### src/hdl/csc_pkg.sv
package csc_pkg;

	localparam int CFG_INDEX_WIDTH = 3;
	localparam int CFG_DATA_WIDTH  = 16;

	typedef enum logic [CFG_INDEX_WIDTH-1:0] {
		REG_TARGET_CM         = 3'd0,
		REG_DEAD_ZONE_CM      = 3'd1,
		REG_FRONT_OFFSET_CM   = 3'd2,
		REG_OVERRIDE_DELAY_MS = 3'd3,
		REG_STEP_INTERVAL_US  = 3'd4,
		REG_BACKOFF_COUNT     = 3'd5
	} cfg_idx_t;

	typedef enum logic [1:0] {
		MOTION_STABLE = 2'd0,
		MOTION_DOWN   = 2'd1,
		MOTION_UP     = 2'd2
	} motion_t;

	typedef struct packed {
		logic [5:0]  target_cm;
		logic [3:0]  dead_zone_cm;
		logic [7:0]  front_offset_cm;
		logic [15:0] override_delay_ms;
		logic [15:0] step_interval_us;
		logic [7:0]  backoff_count;
	} cfg_t;

	localparam cfg_t CFG_RESET = '{
		target_cm:         6'd10,
		dead_zone_cm:      4'd1,
		front_offset_cm:   8'd3,
		override_delay_ms: 16'd5000,
		step_interval_us:  16'd2500,
		backoff_count:     8'd10
	};

	localparam logic [5:0] TARGET_MIN = 6'd1;
	localparam logic [5:0] TARGET_MAX = 6'd49;

	// queue entry at the default field widths
	typedef struct packed {
		logic        front_valid;
		logic [15:0] front_cm;
		logic [15:0] front_cal;
		logic        rear_valid;
		logic [15:0] rear_cm;
		logic        home_pressed;
		logic        emergency;
		logic [31:0] time_us;
		logic [31:0] time_ms;
	} item_def_t;

endpackage

### src/hdl/csc_sample_if.sv
interface csc_sample_if #(
	parameter int DIST_WIDTH = 16,
	parameter int TIME_WIDTH = 32
);
	logic                  valid;
	logic                  ready;
	logic                  front_valid;
	logic [DIST_WIDTH-1:0] front_cm;
	logic                  rear_valid;
	logic [DIST_WIDTH-1:0] rear_cm;
	logic                  home_pressed;
	logic                  emergency;
	logic [TIME_WIDTH-1:0] time_us;
	logic [TIME_WIDTH-1:0] time_ms;

	modport source (
		output valid, front_valid, front_cm, rear_valid, rear_cm, home_pressed,
		       emergency, time_us, time_ms,
		input  ready
	);
	modport sink (
		input  valid, front_valid, front_cm, rear_valid, rear_cm, home_pressed,
		       emergency, time_us, time_ms,
		output ready
	);
endinterface

### src/hdl/csc_result_if.sv
interface csc_result_if #(
	parameter int DIST_WIDTH = 16
);
	logic                  valid;
	logic                  ready;
	logic                  step_pulse;
	logic                  step_down;
	logic [1:0]            motion;
	logic                  override_on;
	logic                  emergency_on;
	logic                  is_homed;
	logic                  fused_valid;
	logic [DIST_WIDTH-1:0] fused_cm;

	modport source (
		output valid, step_pulse, step_down, motion, override_on, emergency_on,
		       is_homed, fused_valid, fused_cm,
		input  ready
	);
	modport sink (
		input  valid, step_pulse, step_down, motion, override_on, emergency_on,
		       is_homed, fused_valid, fused_cm,
		output ready
	);
endinterface

### src/hdl/csc_cfg_if.sv
interface csc_cfg_if
	import csc_pkg::*;
();
	logic                       valid;
	logic                       ready;
	logic [CFG_INDEX_WIDTH-1:0] index;
	logic [CFG_DATA_WIDTH-1:0]  data;

	modport source (output valid, index, data, input ready);
	modport sink (input valid, index, data, output ready);
endinterface

### src/hdl/csc_front.sv
module csc_front
	import csc_pkg::*;
#(
	parameter int DIST_WIDTH = 16,
	parameter int TIME_WIDTH = 32,
	parameter type item_t = item_def_t
) (
	csc_sample_if.sink sample,
	input  cfg_t       cfg,
	input  logic       full,
	output logic       push,
	output item_t      item
);
	logic [DIST_WIDTH-1:0] offset;

	assign offset       = DIST_WIDTH'(cfg.front_offset_cm);
	assign sample.ready = !full;
	assign push         = sample.valid && !full;

	always_comb begin
		item              = '0;
		item.front_valid  = sample.front_valid;
		item.front_cm     = sample.front_cm;
		// calibrated front reading, clamped at zero
		item.front_cal    = (sample.front_cm > offset) ? (sample.front_cm - offset) : '0;
		item.rear_valid   = sample.rear_valid;
		item.rear_cm      = sample.rear_cm;
		item.home_pressed = sample.home_pressed;
		item.emergency    = sample.emergency;
		item.time_us      = sample.time_us;
		item.time_ms      = sample.time_ms;
	end
endmodule

### src/hdl/csc_fifo.sv
module csc_fifo
	import csc_pkg::*;
#(
	parameter int DEPTH = 2,
	parameter type item_t = item_def_t
) (
	input  logic  clk,
	input  logic  arst_n,
	input  logic  push,
	input  item_t push_item,
	input  logic  pop,
	output item_t pop_item,
	output logic  full,
	output logic  empty
);
	localparam int AW = (DEPTH > 1) ? $clog2(DEPTH) : 1;
	localparam int CW = $clog2(DEPTH + 1);

	item_t         mem_q [DEPTH];
	logic [AW-1:0] wr_ptr_q;
	logic [AW-1:0] rd_ptr_q;
	logic [CW-1:0] count_q;

	assign full     = (count_q == CW'(DEPTH));
	assign empty    = (count_q == '0);
	assign pop_item = mem_q[rd_ptr_q];

	always_ff @(posedge clk) begin
		if (push) begin
			mem_q[wr_ptr_q] <= push_item;
		end
	end

	always_ff @(posedge clk or negedge arst_n) begin
		if (!arst_n) begin
			wr_ptr_q <= '0;
			rd_ptr_q <= '0;
			count_q  <= '0;
		end else begin
			if (push) begin
				wr_ptr_q <= (wr_ptr_q == AW'(DEPTH - 1)) ? '0 : wr_ptr_q + AW'(1);
			end
			if (pop) begin
				rd_ptr_q <= (rd_ptr_q == AW'(DEPTH - 1)) ? '0 : rd_ptr_q + AW'(1);
			end
			if (push && !pop) begin
				count_q <= count_q + CW'(1);
			end else if (pop && !push) begin
				count_q <= count_q - CW'(1);
			end
		end
	end
endmodule

### src/hdl/csc_back.sv
module csc_back
	import csc_pkg::*;
#(
	parameter int DIST_WIDTH = 16,
	parameter int TIME_WIDTH = 32,
	parameter type item_t = item_def_t
) (
	input  logic         clk,
	input  logic         arst_n,
	input  cfg_t         cfg,
	input  logic         empty,
	input  item_t        item,
	output logic         pop,
	csc_result_if.source result
);
	logic                  homed_q, homed_n;
	logic                  in_backoff_q, in_backoff_n;
	logic [7:0]            backoff_done_q, backoff_done_n;
	logic [TIME_WIDTH-1:0] last_step_us_q, last_step_us_n;
	logic [DIST_WIDTH-1:0] held_front_q, held_front_n;
	logic                  held_front_ok_q, held_front_ok_n;
	logic [DIST_WIDTH-1:0] held_rear_q, held_rear_n;
	logic                  held_rear_ok_q, held_rear_ok_n;
	logic                  timing_above_q, timing_above_n;
	logic [TIME_WIDTH-1:0] above_start_ms_q, above_start_ms_n;
	logic                  override_q, override_n;
	motion_t               motion_q, motion_n;

	logic                  res_valid_q;
	logic                  res_pulse_q;
	logic                  res_down_q;
	motion_t               res_motion_q;
	logic                  res_override_q;
	logic                  res_emerg_q;
	logic                  res_homed_q;
	logic                  res_fv_q;
	logic [DIST_WIDTH-1:0] res_fused_q;

	logic                  pulse;
	logic                  down;
	logic                  fv;
	logic                  emerg_on;
	logic                  above;
	logic                  rate_ok;
	logic [7:0]            done_inc;
	logic [DIST_WIDTH-1:0] offset;
	logic [DIST_WIDTH-1:0] held_cal;
	logic [DIST_WIDTH-1:0] cal;
	logic [DIST_WIDTH-1:0] fused;
	logic [6:0]            upper_cm;
	logic [DIST_WIDTH:0]   lower_sum;

	assign pop = !empty && (!res_valid_q || result.ready);

	assign offset    = DIST_WIDTH'(cfg.front_offset_cm);
	assign held_cal  = (held_front_q > offset) ? (held_front_q - offset) : '0;
	assign rate_ok   = (item.time_us - last_step_us_q) >= TIME_WIDTH'(cfg.step_interval_us);
	assign done_inc  = backoff_done_q + 8'd1;
	assign upper_cm  = 7'(cfg.target_cm) + 7'(cfg.dead_zone_cm);
	assign lower_sum = {1'b0, fused} + (DIST_WIDTH + 1)'(cfg.dead_zone_cm);

	always_comb begin
		homed_n          = homed_q;
		in_backoff_n     = in_backoff_q;
		backoff_done_n   = backoff_done_q;
		last_step_us_n   = last_step_us_q;
		held_front_n     = held_front_q;
		held_front_ok_n  = held_front_ok_q;
		held_rear_n      = held_rear_q;
		held_rear_ok_n   = held_rear_ok_q;
		timing_above_n   = timing_above_q;
		above_start_ms_n = above_start_ms_q;
		override_n       = override_q;
		motion_n         = motion_q;
		pulse            = 1'b0;
		down             = 1'b0;
		fv               = 1'b0;
		emerg_on         = 1'b0;
		above            = 1'b0;
		cal              = '0;
		fused            = '0;

		if (!homed_q) begin
			if (!in_backoff_q) begin
				if (item.home_pressed) begin
					in_backoff_n   = 1'b1;
					backoff_done_n = '0;
					if (cfg.backoff_count == '0) begin
						homed_n      = 1'b1;
						in_backoff_n = 1'b0;
					end
				end else if (rate_ok) begin
					pulse = 1'b1;
				end
			end else if (rate_ok) begin
				pulse          = 1'b1;
				down           = 1'b1;
				backoff_done_n = done_inc;
				if (done_inc >= cfg.backoff_count) begin
					homed_n      = 1'b1;
					in_backoff_n = 1'b0;
				end
			end
		end else if (item.emergency) begin
			emerg_on = 1'b1;
			if (!item.home_pressed && rate_ok) begin
				pulse = 1'b1;
			end
		end else begin
			if (item.front_valid) begin
				held_front_n    = item.front_cm;
				held_front_ok_n = 1'b1;
			end
			if (item.rear_valid) begin
				held_rear_n    = item.rear_cm;
				held_rear_ok_n = 1'b1;
			end
			cal = item.front_valid ? item.front_cal : held_cal;
			if (held_front_ok_n && held_rear_ok_n) begin
				fused = (cal < held_rear_n) ? cal : held_rear_n;
				fv    = 1'b1;
			end else if (held_front_ok_n) begin
				fused = cal;
				fv    = 1'b1;
			end else if (held_rear_ok_n) begin
				fused = held_rear_n;
				fv    = 1'b1;
			end
			if (fv) begin
				above = fused > DIST_WIDTH'(cfg.target_cm);
				if (above) begin
					if (!timing_above_q) begin
						timing_above_n   = 1'b1;
						above_start_ms_n = item.time_ms;
					end else if ((item.time_ms - above_start_ms_q) >=
					             TIME_WIDTH'(cfg.override_delay_ms)) begin
						override_n = 1'b1;
					end
				end else begin
					timing_above_n = 1'b0;
					override_n     = 1'b0;
				end
				if (override_n && above) begin
					motion_n = MOTION_DOWN;
					if (rate_ok) begin
						pulse = 1'b1;
						down  = 1'b1;
					end
				end else if (fused > DIST_WIDTH'(upper_cm)) begin
					motion_n = MOTION_DOWN;
					if (rate_ok) begin
						pulse = 1'b1;
						down  = 1'b1;
					end
				end else if (lower_sum < (DIST_WIDTH + 1)'(cfg.target_cm)) begin
					if (!item.home_pressed) begin
						motion_n = MOTION_UP;
						if (rate_ok) begin
							pulse = 1'b1;
						end
					end
				end else begin
					motion_n = MOTION_STABLE;
				end
			end
		end

		if (pulse) begin
			last_step_us_n = item.time_us;
		end
	end

	always_ff @(posedge clk or negedge arst_n) begin
		if (!arst_n) begin
			homed_q          <= 1'b0;
			in_backoff_q     <= 1'b0;
			backoff_done_q   <= '0;
			last_step_us_q   <= '0;
			held_front_q     <= '0;
			held_front_ok_q  <= 1'b0;
			held_rear_q      <= '0;
			held_rear_ok_q   <= 1'b0;
			timing_above_q   <= 1'b0;
			above_start_ms_q <= '0;
			override_q       <= 1'b0;
			motion_q         <= MOTION_STABLE;
			res_valid_q      <= 1'b0;
		end else begin
			if (pop) begin
				homed_q          <= homed_n;
				in_backoff_q     <= in_backoff_n;
				backoff_done_q   <= backoff_done_n;
				last_step_us_q   <= last_step_us_n;
				held_front_q     <= held_front_n;
				held_front_ok_q  <= held_front_ok_n;
				held_rear_q      <= held_rear_n;
				held_rear_ok_q   <= held_rear_ok_n;
				timing_above_q   <= timing_above_n;
				above_start_ms_q <= above_start_ms_n;
				override_q       <= override_n;
				motion_q         <= motion_n;
				res_valid_q      <= 1'b1;
			end else if (result.ready) begin
				res_valid_q <= 1'b0;
			end
		end
	end

	always_ff @(posedge clk) begin
		if (pop) begin
			res_pulse_q    <= pulse;
			res_down_q     <= pulse && down;
			res_motion_q   <= motion_n;
			res_override_q <= override_n;
			res_emerg_q    <= emerg_on;
			res_homed_q    <= homed_n;
			res_fv_q       <= fv;
			res_fused_q    <= fv ? fused : '0;
		end
	end

	assign result.valid        = res_valid_q;
	assign result.step_pulse   = res_pulse_q;
	assign result.step_down    = res_down_q;
	assign result.motion       = res_motion_q;
	assign result.override_on  = res_override_q;
	assign result.emergency_on = res_emerg_q;
	assign result.is_homed     = res_homed_q;
	assign result.fused_valid  = res_fv_q;
	assign result.fused_cm     = res_fused_q;
endmodule

### src/hdl/clearance_stepper_controller.sv
// clearance stepper controller
// sample channel: one beat per sensor sample with both distance readings and
// their valid flags, the home and emergency switches and the us/ms timestamps.
// result channel: exactly one beat per sample beat, in order, with the step
// pulse, its direction, motion state, override/emergency/homed flags and the
// fused clearance.
// cfg channel: one register write per beat, always ready; write only while
// no sample is in flight. target_cm writes whose low six bits lie outside 1..49 are dropped.
// throughput: one sample per cycle while results are taken; the back end
// updates all control state for one sample on its pop, so a new beat can
// follow every cycle.
// a two-entry queue sits between the front end and the back end, and the
// result is held in an output register, so a stalled receiver fills the queue
// before sample ready drops; nothing is lost or repeated.
// reset: the block starts unhomed, with registers at their defaults, and the
// queue and result register empty.
module clearance_stepper_controller
	import csc_pkg::*;
#(
	parameter int DIST_WIDTH = 16,
	parameter int TIME_WIDTH = 32
) (
	input  logic         clk,
	input  logic         arst_n,
	csc_sample_if.sink   sample,
	csc_result_if.source result,
	csc_cfg_if.sink      cfg
);
	localparam int QUEUE_DEPTH = 2;

	typedef struct packed {
		logic                  front_valid;
		logic [DIST_WIDTH-1:0] front_cm;
		logic [DIST_WIDTH-1:0] front_cal;
		logic                  rear_valid;
		logic [DIST_WIDTH-1:0] rear_cm;
		logic                  home_pressed;
		logic                  emergency;
		logic [TIME_WIDTH-1:0] time_us;
		logic [TIME_WIDTH-1:0] time_ms;
	} item_t;

	cfg_t  cfg_q;
	logic  push;
	logic  pop;
	logic  full;
	logic  empty;
	item_t push_item;
	item_t pop_item;

	assign cfg.ready = 1'b1;

	always_ff @(posedge clk or negedge arst_n) begin
		if (!arst_n) begin
			cfg_q <= CFG_RESET;
		end else if (cfg.valid) begin
			unique case (cfg_idx_t'(cfg.index))
				REG_TARGET_CM: begin
					if (cfg.data[5:0] >= TARGET_MIN && cfg.data[5:0] <= TARGET_MAX) begin
						cfg_q.target_cm <= cfg.data[5:0];
					end
				end
				REG_DEAD_ZONE_CM:      cfg_q.dead_zone_cm      <= cfg.data[3:0];
				REG_FRONT_OFFSET_CM:   cfg_q.front_offset_cm   <= cfg.data[7:0];
				REG_OVERRIDE_DELAY_MS: cfg_q.override_delay_ms <= cfg.data[15:0];
				REG_STEP_INTERVAL_US:  cfg_q.step_interval_us  <= cfg.data[15:0];
				REG_BACKOFF_COUNT:     cfg_q.backoff_count     <= cfg.data[7:0];
				default: begin
				end
			endcase
		end
	end

	csc_front #(
		.DIST_WIDTH(DIST_WIDTH),
		.TIME_WIDTH(TIME_WIDTH),
		.item_t    (item_t)
	) u_front (
		.sample(sample),
		.cfg   (cfg_q),
		.full  (full),
		.push  (push),
		.item  (push_item)
	);

	csc_fifo #(
		.DEPTH (QUEUE_DEPTH),
		.item_t(item_t)
	) u_fifo (
		.clk      (clk),
		.arst_n   (arst_n),
		.push     (push),
		.push_item(push_item),
		.pop      (pop),
		.pop_item (pop_item),
		.full     (full),
		.empty    (empty)
	);

	csc_back #(
		.DIST_WIDTH(DIST_WIDTH),
		.TIME_WIDTH(TIME_WIDTH),
		.item_t    (item_t)
	) u_back (
		.clk   (clk),
		.arst_n(arst_n),
		.cfg   (cfg_q),
		.empty (empty),
		.item  (pop_item),
		.pop   (pop),
		.result(result)
	);
endmodule

### src/flat_wrapper.sv
// flat-port wrapper written by rule: the top's interface ports become plain ports
module clearance_stepper_controller_flat import csc_pkg::*;
#(
	parameter int DIST_WIDTH = 16,
	parameter int TIME_WIDTH = 32
)
  (clk, arst_n, sample_valid, sample_front_valid, sample_front_cm, sample_rear_valid, sample_rear_cm, sample_home_pressed, sample_emergency, sample_time_us, sample_time_ms, sample_ready, result_valid, result_step_pulse, result_step_down, result_motion, result_override_on, result_emergency_on, result_is_homed, result_fused_valid, result_fused_cm, result_ready, cfg_valid, cfg_index, cfg_data, cfg_ready);
  csc_sample_if #(.DIST_WIDTH(DIST_WIDTH), .TIME_WIDTH(TIME_WIDTH)) sample_i ();
  csc_result_if #(.DIST_WIDTH(DIST_WIDTH)) result_i ();
  csc_cfg_if cfg_i ();
  input  logic clk;
  input  logic arst_n;
  input wire logic [$bits(sample_i.valid)-1:0] sample_valid;
  input wire logic [$bits(sample_i.front_valid)-1:0] sample_front_valid;
  input wire logic [$bits(sample_i.front_cm)-1:0] sample_front_cm;
  input wire logic [$bits(sample_i.rear_valid)-1:0] sample_rear_valid;
  input wire logic [$bits(sample_i.rear_cm)-1:0] sample_rear_cm;
  input wire logic [$bits(sample_i.home_pressed)-1:0] sample_home_pressed;
  input wire logic [$bits(sample_i.emergency)-1:0] sample_emergency;
  input wire logic [$bits(sample_i.time_us)-1:0] sample_time_us;
  input wire logic [$bits(sample_i.time_ms)-1:0] sample_time_ms;
  output wire logic [$bits(sample_i.ready)-1:0] sample_ready;
  output wire logic [$bits(result_i.valid)-1:0] result_valid;
  output wire logic [$bits(result_i.step_pulse)-1:0] result_step_pulse;
  output wire logic [$bits(result_i.step_down)-1:0] result_step_down;
  output wire logic [$bits(result_i.motion)-1:0] result_motion;
  output wire logic [$bits(result_i.override_on)-1:0] result_override_on;
  output wire logic [$bits(result_i.emergency_on)-1:0] result_emergency_on;
  output wire logic [$bits(result_i.is_homed)-1:0] result_is_homed;
  output wire logic [$bits(result_i.fused_valid)-1:0] result_fused_valid;
  output wire logic [$bits(result_i.fused_cm)-1:0] result_fused_cm;
  input wire logic [$bits(result_i.ready)-1:0] result_ready;
  input wire logic [$bits(cfg_i.valid)-1:0] cfg_valid;
  input wire logic [$bits(cfg_i.index)-1:0] cfg_index;
  input wire logic [$bits(cfg_i.data)-1:0] cfg_data;
  output wire logic [$bits(cfg_i.ready)-1:0] cfg_ready;
  assign sample_i.valid = sample_valid;
  assign sample_i.front_valid = sample_front_valid;
  assign sample_i.front_cm = sample_front_cm;
  assign sample_i.rear_valid = sample_rear_valid;
  assign sample_i.rear_cm = sample_rear_cm;
  assign sample_i.home_pressed = sample_home_pressed;
  assign sample_i.emergency = sample_emergency;
  assign sample_i.time_us = sample_time_us;
  assign sample_i.time_ms = sample_time_ms;
  assign sample_ready = sample_i.ready;
  assign result_valid = result_i.valid;
  assign result_step_pulse = result_i.step_pulse;
  assign result_step_down = result_i.step_down;
  assign result_motion = result_i.motion;
  assign result_override_on = result_i.override_on;
  assign result_emergency_on = result_i.emergency_on;
  assign result_is_homed = result_i.is_homed;
  assign result_fused_valid = result_i.fused_valid;
  assign result_fused_cm = result_i.fused_cm;
  assign result_i.ready = result_ready;
  assign cfg_i.valid = cfg_valid;
  assign cfg_i.index = cfg_index;
  assign cfg_i.data = cfg_data;
  assign cfg_ready = cfg_i.ready;
  clearance_stepper_controller #(.DIST_WIDTH(DIST_WIDTH), .TIME_WIDTH(TIME_WIDTH)) u_core (.clk(clk), .arst_n(arst_n), .sample(sample_i), .result(result_i), .cfg(cfg_i));
endmodule
### config.mk
export PLATFORM = sky130hd
export DESIGN_NAME = clearance_stepper_controller_flat
export DESIGN_NICKNAME = d
export VERILOG_FILES = /design/src/hdl/csc_pkg.sv /design/src/hdl/csc_sample_if.sv /design/src/hdl/csc_result_if.sv /design/src/hdl/csc_cfg_if.sv /design/src/hdl/csc_front.sv /design/src/hdl/csc_fifo.sv /design/src/hdl/csc_back.sv /design/src/hdl/clearance_stepper_controller.sv /design/src/flat_wrapper.sv
export SDC_FILE = /design/constraint.sdc
export NUM_CORES = 1
export LEC_CHECK = 0
export BUFFER_PORTS_ARGS = -buffer_cell sky130_fd_sc_hd__buf_2
export CORE_UTILIZATION = 60
export CTS_BUF_LIST = sky130_fd_sc_hd__clkbuf_2 sky130_fd_sc_hd__clkbuf_4 sky130_fd_sc_hd__clkbuf_8
export CTS_CLUSTER_DIAMETER = 100
export DETAILED_ROUTE_END_ITERATION = 10
export GPL_TIMING_DRIVEN = 0
export PLACE_DENSITY = 0.77
export SETUP_SLACK_MARGIN = 0.2
export SLEW_MARGIN = 20
export SYNTH_ARGS = -nofsm -noshare
export SYNTH_HDL_FRONTEND = slang
export SYNTH_SLANG_ARGS = --single-unit
### constraint.sdc
create_clock -name clk -period 14.9 [get_ports clk]
set_input_delay 1.49 -clock clk [delete_from_list [all_inputs] [get_ports clk]]
set_output_delay 1.49 -clock clk [all_outputs]
set_load 0.1 [all_outputs]
# After elaboration in Yosys (flattened, before gate mapping)
# Memory sizes are Yosys's and may differ from the RTL's.
# Cells that the tools add are included.
[word_totals] reg_bits=199 ramBits=232 inputBits=124 out_inout_bits=27 mem_count=1
[mem_list] name="u_core.u_fifo.mem_q" depth=2 width=116 read_ports=1 rd_clocked_by_memory_dff=0 write_ports=1 line="csc_fifo.sv:19" source="item_t mem_q [DEPTH];"
[classes] add_sub_neg=11 n_lt_le_gt_ge=11 n_eq_ne=7 muxes=83 bitwise=3 n_reduce_logical=35
[ops] cell="$mux W16" n=14
[ops] cell="$ge A32 B16 Y1" n=2
[ops] cell="$sub A32 B32 Y32" n=2
[ops] cell="$mux W1" n=57
[ops] cell="$gt A16 B8 Y1" n=2
[ops] cell="$sub A16 B8 Y16" n=2
[ops] cell="$mux W8" n=3
[ops] cell="$mux W2" n=9
[ops] cell="$add A16 B4 Y17" n=1
[ops] cell="$lt A17 B6 Y1" n=1
[ops] cell="$gt A16 B6 Y1" n=1
[ops] cell="$gt A16 B7 Y1" n=1
[ops] cell="$lt A16 B16 Y1" n=1
[ops] cell="$reduce_and A2 Y1" n=7
[ops] cell="$reduce_and A4 Y1" n=3
[ops] cell="$logic_and A1 B1 Y1" n=9
[ops] cell="$add A8 B1 Y8 const B" n=1
[ops] cell="$ge A8 B8 Y1" n=1
[ops] cell="$logic_not A8 Y1" n=1
[ops] cell="$add A6 B4 Y7" n=1
[ops] cell="$eq A3 B2 Y1 const B" n=2
[ops] cell="$eq A3 B3 Y1 const B" n=2
[ops] cell="$ge A6 B1 Y1 const B" n=1
[ops] cell="$le A6 B6 Y1 const B" n=1
[ops] cell="other kinds (14)" n=25

# Depth between registers and ports, before layout
# An unclocked memory read counts as a cell.
[logic_depth] word_depth=20 mapped_depth=39

# Modules after synthesis
# From an unflattened synthesis, not the netlist that was laid out.
[hier_totals] hier_cells=2286 hier_area_um2=25648.3
[by_module_without_submodules] mod="csc_back" n_inst=1 cells_each=1529 area_each_um2=13033.8
[by_module_without_submodules] mod="csc_fifo" n_inst=1 cells_each=377 area_each_um2=8668.3
[by_module_without_submodules] mod="clearance_stepper_controller" n_inst=1 cells_each=161 area_each_um2=2452.4
[by_module_without_submodules] mod="csc_front" n_inst=1 cells_each=219 area_each_um2=1493.9

# Worst setup path before layout
# Ideal clock, no wire load.
[synth_path] path_type="register -> register" start="register u_core.cfg_q[40] (netlist name)" end="register u_core.u_back.last_step_us_q[10]" setup_time_ns=0.125 t_arrival_ns=6.931 slack_ns=7.844 path_stages_with_launch=39 n_path_buf=3 cell_sequence="dfstp_2 ha_1 inv_1 fa_1 nand3_1 a21boi_2 o21ai_1 a21oi_1 a222oi_1 inv_1 ha_1 nand3_1 a21oi_1 o31ai_1 o211ai_2 o21ai_4 buf_4 nor2b_1 [3 not listed] inv_1 fa_1 inv_1 ha_1 a21o_1 a21oi_1 nor2b_1 o21ai_0 nand2b_1 a21oi_1 o31ai_1 a211oi_2 nand4_1 and4_1 or3_1 buf_6 buf_6 mux2_4"
[synth_between] elab_chain_cells=19 word_cells_on_any_way=28 classes_between="2 x add/sub; 5 x order compare; 19 x mux; 2 x reduce/logical"
[synth_rtl] item="start: declaration" line="clearance_stepper_controller.sv:43" source="cfg_t cfg_q;"
[synth_rtl] item="$sub A16 B8 Y16 / $gt A16 B8 Y1 (equally long branches)" line="csc_back.sv:56" source="assign held_cal = (held_front_q > offset) ? (held_front_q - offset) : '0;"
[synth_rtl] item="$mux W16 (*)" line="csc_back.sv:56"
[synth_rtl] item="$mux W16 (*)" line="csc_back.sv:118" source="cal = item.front_valid ? item.front_cal : held_cal;"
[synth_rtl] item="$lt A16 B16 Y1" line="csc_back.sv:120" source="fused = (cal < held_rear_n) ? cal : held_rear_n;"
[synth_rtl] item="$mux W16" line="csc_back.sv:120"
[synth_rtl] item="$mux W16 (*)" line="csc_back.sv:119" source="if (held_front_ok_n && held_rear_ok_n) begin"
[synth_rtl] item="$mux W16 (*)" line="csc_back.sv:104" source="end else if (item.emergency) begin"
[synth_rtl] item="$mux W16 (*)" line="csc_back.sv:83" source="if (!homed_q) begin"
[synth_rtl] item="[2 not listed]"
[synth_rtl] item="net u_core.u_back.fused[0]" line="csc_back.sv:49" source="logic [DIST_WIDTH-1:0] fused;"
[synth_rtl] item="[1 not listed]"
[synth_rtl] item="$lt A17 B6 Y1 (*)" line="csc_back.sv:155" source="end else if (lower_sum < (DIST_WIDTH + 1)'(cfg.target_cm)) begin"
[synth_rtl] item="$mux W1 (*)" line="csc_back.sv:155"
[synth_rtl] item="$mux W1 (*)" line="csc_back.sv:149" source="end else if (fused > DIST_WIDTH'(upper_cm)) begin"
[synth_rtl] item="$mux W1 (*)" line="csc_back.sv:143" source="if (override_n && above) begin"
[synth_rtl] item="$mux W1 (*)" line="csc_back.sv:129" source="if (fv) begin"
[synth_rtl] item="$mux W1 (*)" line="csc_back.sv:104"
[synth_rtl] item="$mux W1 (*)" line="csc_back.sv:83"
[synth_rtl] item="$reduce_and A2 Y1 (no source line) (*)"
[synth_rtl] item="end signal: assignment" line="csc_back.sv:193" source="last_step_us_q <= last_step_us_n;"
[synth_rtl] item="end: declaration" line="csc_back.sv:19" source="logic [TIME_WIDTH-1:0] last_step_us_q, last_step_us_n;"
# The timed path passes the listed nets; every way through them passes the cells marked *. The select of a mux whose other input is x is not followed.
# A chain may end at the register's enable or synchronous reset.

==> out/qor.yml <==
clock-sinks: 431
clk_pin_slew_ns: 0.06
maxCapViolations: 0
finalClockSkew_ns: 0.0196
fin_crit_ns: 9.61
final_common_cell: "edfxtp_1"
h-tree-depth: 3
min_to: "u_core.u_back.held_rear_q[10]"
nNetsFinal: 2604
period_share_pct: 64.5
tightest_slew_ns: 1.09
grt_pass1_vias: 16898
end_kind: "flop"
synth_warnings: 0
worst_path_max_delay_cell: "clkbuf_1"
cts_root_buf: "clkbuf_8"
core.rowCount: 72
final_cells: 2889
reg2reg_slack_ns: 5.29
die-area_mm2: 0.0406
setup_tns_ns: 0
hp-start: "u_core.u_back.held_rear_q[10]"
drc_errors: 0
drtPass1Iterations: 5
final_util_pct: 69.3
dpl-instance-area_mm2: 0.0255
holdBufCountCts: 0
io_pins: 151
grt_pass1_wl_um: 88100
cts_tree: "yes"
startpoint_type: "flop"
cts_setup_buffers: 0
core_area_mm2: 0.0389
synth_cell_types: 92
drtAntennaViolNets: 0
avgSynthCellArea_um2: 11.4
initial_core_util_pct: 61.3
antenna_found_initial: 1
syn-cell-area_mm2: 0.0239
die_w_um: 201
async_flop_share_pct: 40.6
drv_slew: 0
vias_per_cell: 5.85
dr_total_vias: 16893
r2r_start: "u_core.u_fifo.rd_ptr_q"
cpMostUsedCell: "a21oi_1"
cpPeakStageDelay_ns: 0.88
rsz0062_at_grt: "no"
synth_seq_cells: 431
reg2reg_to: "u_core.u_back.last_step_us_q[5]"
required_ns: 15.40
wl_um: 55100
overflow: 0
whs_path_depth: 2
worstPathMaxFanout: 10
syn_nets: 2375
seq_area_frac_synth_pct: 50.7
drt-initial-drc-count: 980
dp_cells: 2759
design_area_mm2: 0.0270
clock_latency_ns: 0.63
grt_max_degree: 91
hold_viol: 0
max_clock_freq_ghz: 0.104
place_hpwl_um: 41300
io_buffer_count: 149
crit_arrival_ns: 10.10
status: "completed"
wl_per_cell_um: 19.1
layout_common_cells: "edfxtp_1 (256), inv_1 (171), ha_1 (161)"
die_height_um: 201
layout-drive-gt1-share_pct: 21.1
synthCells: 2084
synth_edf_count: 256
synthFlopType: "edfxtp_1"
place_congestion: 0.933
ctsResizeCount: 0
worst_r2r_path_depth: 33
cts_buffer_depth: 3
grt_usage_pct: 27.7
relSlewSlack_pct: 27.3
setup_violations: 0
numCtsBuffers: 70
syn_to_final_growth_pct: 13.0
hold_class: "flop to flop"
path_class: "flop to flop"
[logic make-up (layout without fill, tap and decap cells)]
family | Yosys count | in the layout | synth area share, %
AO/OA/AOI/OAI | 483 | 483 | 13.3
XOR/XNOR | 75 | 75 | 2.75
adder cells (fa/ha/maj) | 167 | 167 | 8.95
buffers and inverters | 232 | 518 | 3.86
flip-flops | 431 | 431 | 50.7
multiplexers | 223 | 223 | 10.7
other | 1 | 2 | 0.0157
AND/OR/NAND/NOR | 472 | 472 | 9.83
[per-stage QoR]
stage               setup WS [ns]  hold WS, ns
global route                 4.69        0.507
floorplan                    7.84        0.450
finish                       5.29        0.488
global placement             4.92        0.462
detailed placement           5.40        0.478
CTS                          5.38        0.491
[synthesized netlist by cell type (8+ instances only)]
| cell | number | share of area [%] |
|---|---|---|
| xor2_1 | 25 | 0.92 |
| o22ai_1 | 9 | 0.24 |
| nor2_1 | 106 | 1.7 |
| mux2_2 | 135 | 6.4 |
| and2_1 | 18 | 0.47 |
| mux2_4 | 28 | 1.8 |
| nand4_1 | 23 | 0.60 |
| mux2i_1 | 58 | 2.4 |
| edfxtp_1 | 256 | 32 |
| xnor2_1 | 50 | 1.8 |
| a21oi_1 | 108 | 2.3 |
| nor2b_1 | 26 | 0.68 |
| ha_1 | 161 | 8.4 |
| o21ai_0 | 133 | 2.8 |
| nor3_1 | 26 | 0.55 |
| dfrtp_1 | 158 | 17 |
| inv_1 | 172 | 2.7 |
| o211ai_1 | 13 | 0.41 |
| nor4_1 | 17 | 0.45 |
| a211oi_1 | 21 | 0.66 |
| dfstp_2 | 17 | 1.9 |
| nand2_1 | 146 | 2.3 |
| or3_1 | 15 | 0.39 |
| o21bai_1 | 9 | 0.28 |
| nand3_1 | 28 | 0.59 |
| buf_1 | 10 | 0.16 |
| and3_1 | 10 | 0.26 |
| clkbuf_1 | 39 | 0.61 |
| a21boi_0 | 8 | 0.25 |
| nand2b_1 | 24 | 0.63 |
| a21o_1 | 39 | 1.2 |
| a31oi_1 | 13 | 0.34 |
| o21a_1 | 26 | 0.82 |
[critical path: cells and delay by family, from the launching register on]
kind | cells | cell delay (ns)
mux | 2 | 0.79
xor+xnor | 1 | 0.17
compound gates | 10 | 2.20
simple gates | 11 | 1.77
buf+inv | 7 | 3.51
flops | 1 | 0.44
fa+ha+maj | 2 | 0.62
[registers in the layout (all words and copies together) (netlist names), 2 cells and up]
| signal | flops |
|---|---|
| u_core.u_back.above_start_ms_q | 32 |
| u_core.cfg_q | 58 |
| u_core.u_back.held_rear_q | 16 |
| u_core.u_back.motion_q | 2 |
| u_core.u_back.backoff_done_q | 8 |
| u_core.u_back.result.motion | 2 |
| u_core.u_back.held_front_q | 16 |
| u_core.u_fifo.count_q | 2 |
| u_core.u_back.last_step_us_q | 32 |
| u_core.u_back.result.fused_cm | 16 |
| u_core.u_fifo.mem_q | 232 |
[routing by layer]
layer	routed length [um]	part of all wire [%]	global-route usage (%)
met1	23300	42	35.2
met2	26800	49	46.1
met3	2600	4.7	4.84
met4	2380	4.3	12.9
met5	0	0	0
[area by class of cell]
type                    instances  area, um^2
inverters                     172         646
fillers                      2905       11900
well taps                     518         648
diodes                          1        2.50
flip-flops and latches        431       12100
plain buffers                  60         275
clock buffers                 108        1310
multi-input cells            1421       10900
clock inverters                21         185
repair buffers                157         953
[worst max path at each step]
stage                                      start                               end  slack (ns)
after floorplan                 u_core.cfg_q[40]  u_core.u_back.last_step_us_q[10]        7.84
after global placement              sample_valid        u_core.u_fifo.mem_q[0][17]        4.92
after detailed placement  u_core.u_fifo.rd_ptr_q  u_core.u_back.last_step_us_q[22]        5.40
after CTS                 u_core.u_fifo.rd_ptr_q   u_core.u_back.last_step_us_q[5]        5.38
after global routing      u_core.u_fifo.rd_ptr_q  u_core.u_back.last_step_us_q[22]        4.69
final                     u_core.u_fifo.rd_ptr_q   u_core.u_back.last_step_us_q[5]        5.29
Power is not shown: default switching activity piles up to over one toggle a cycle in this logic, so the estimate is an artifact.
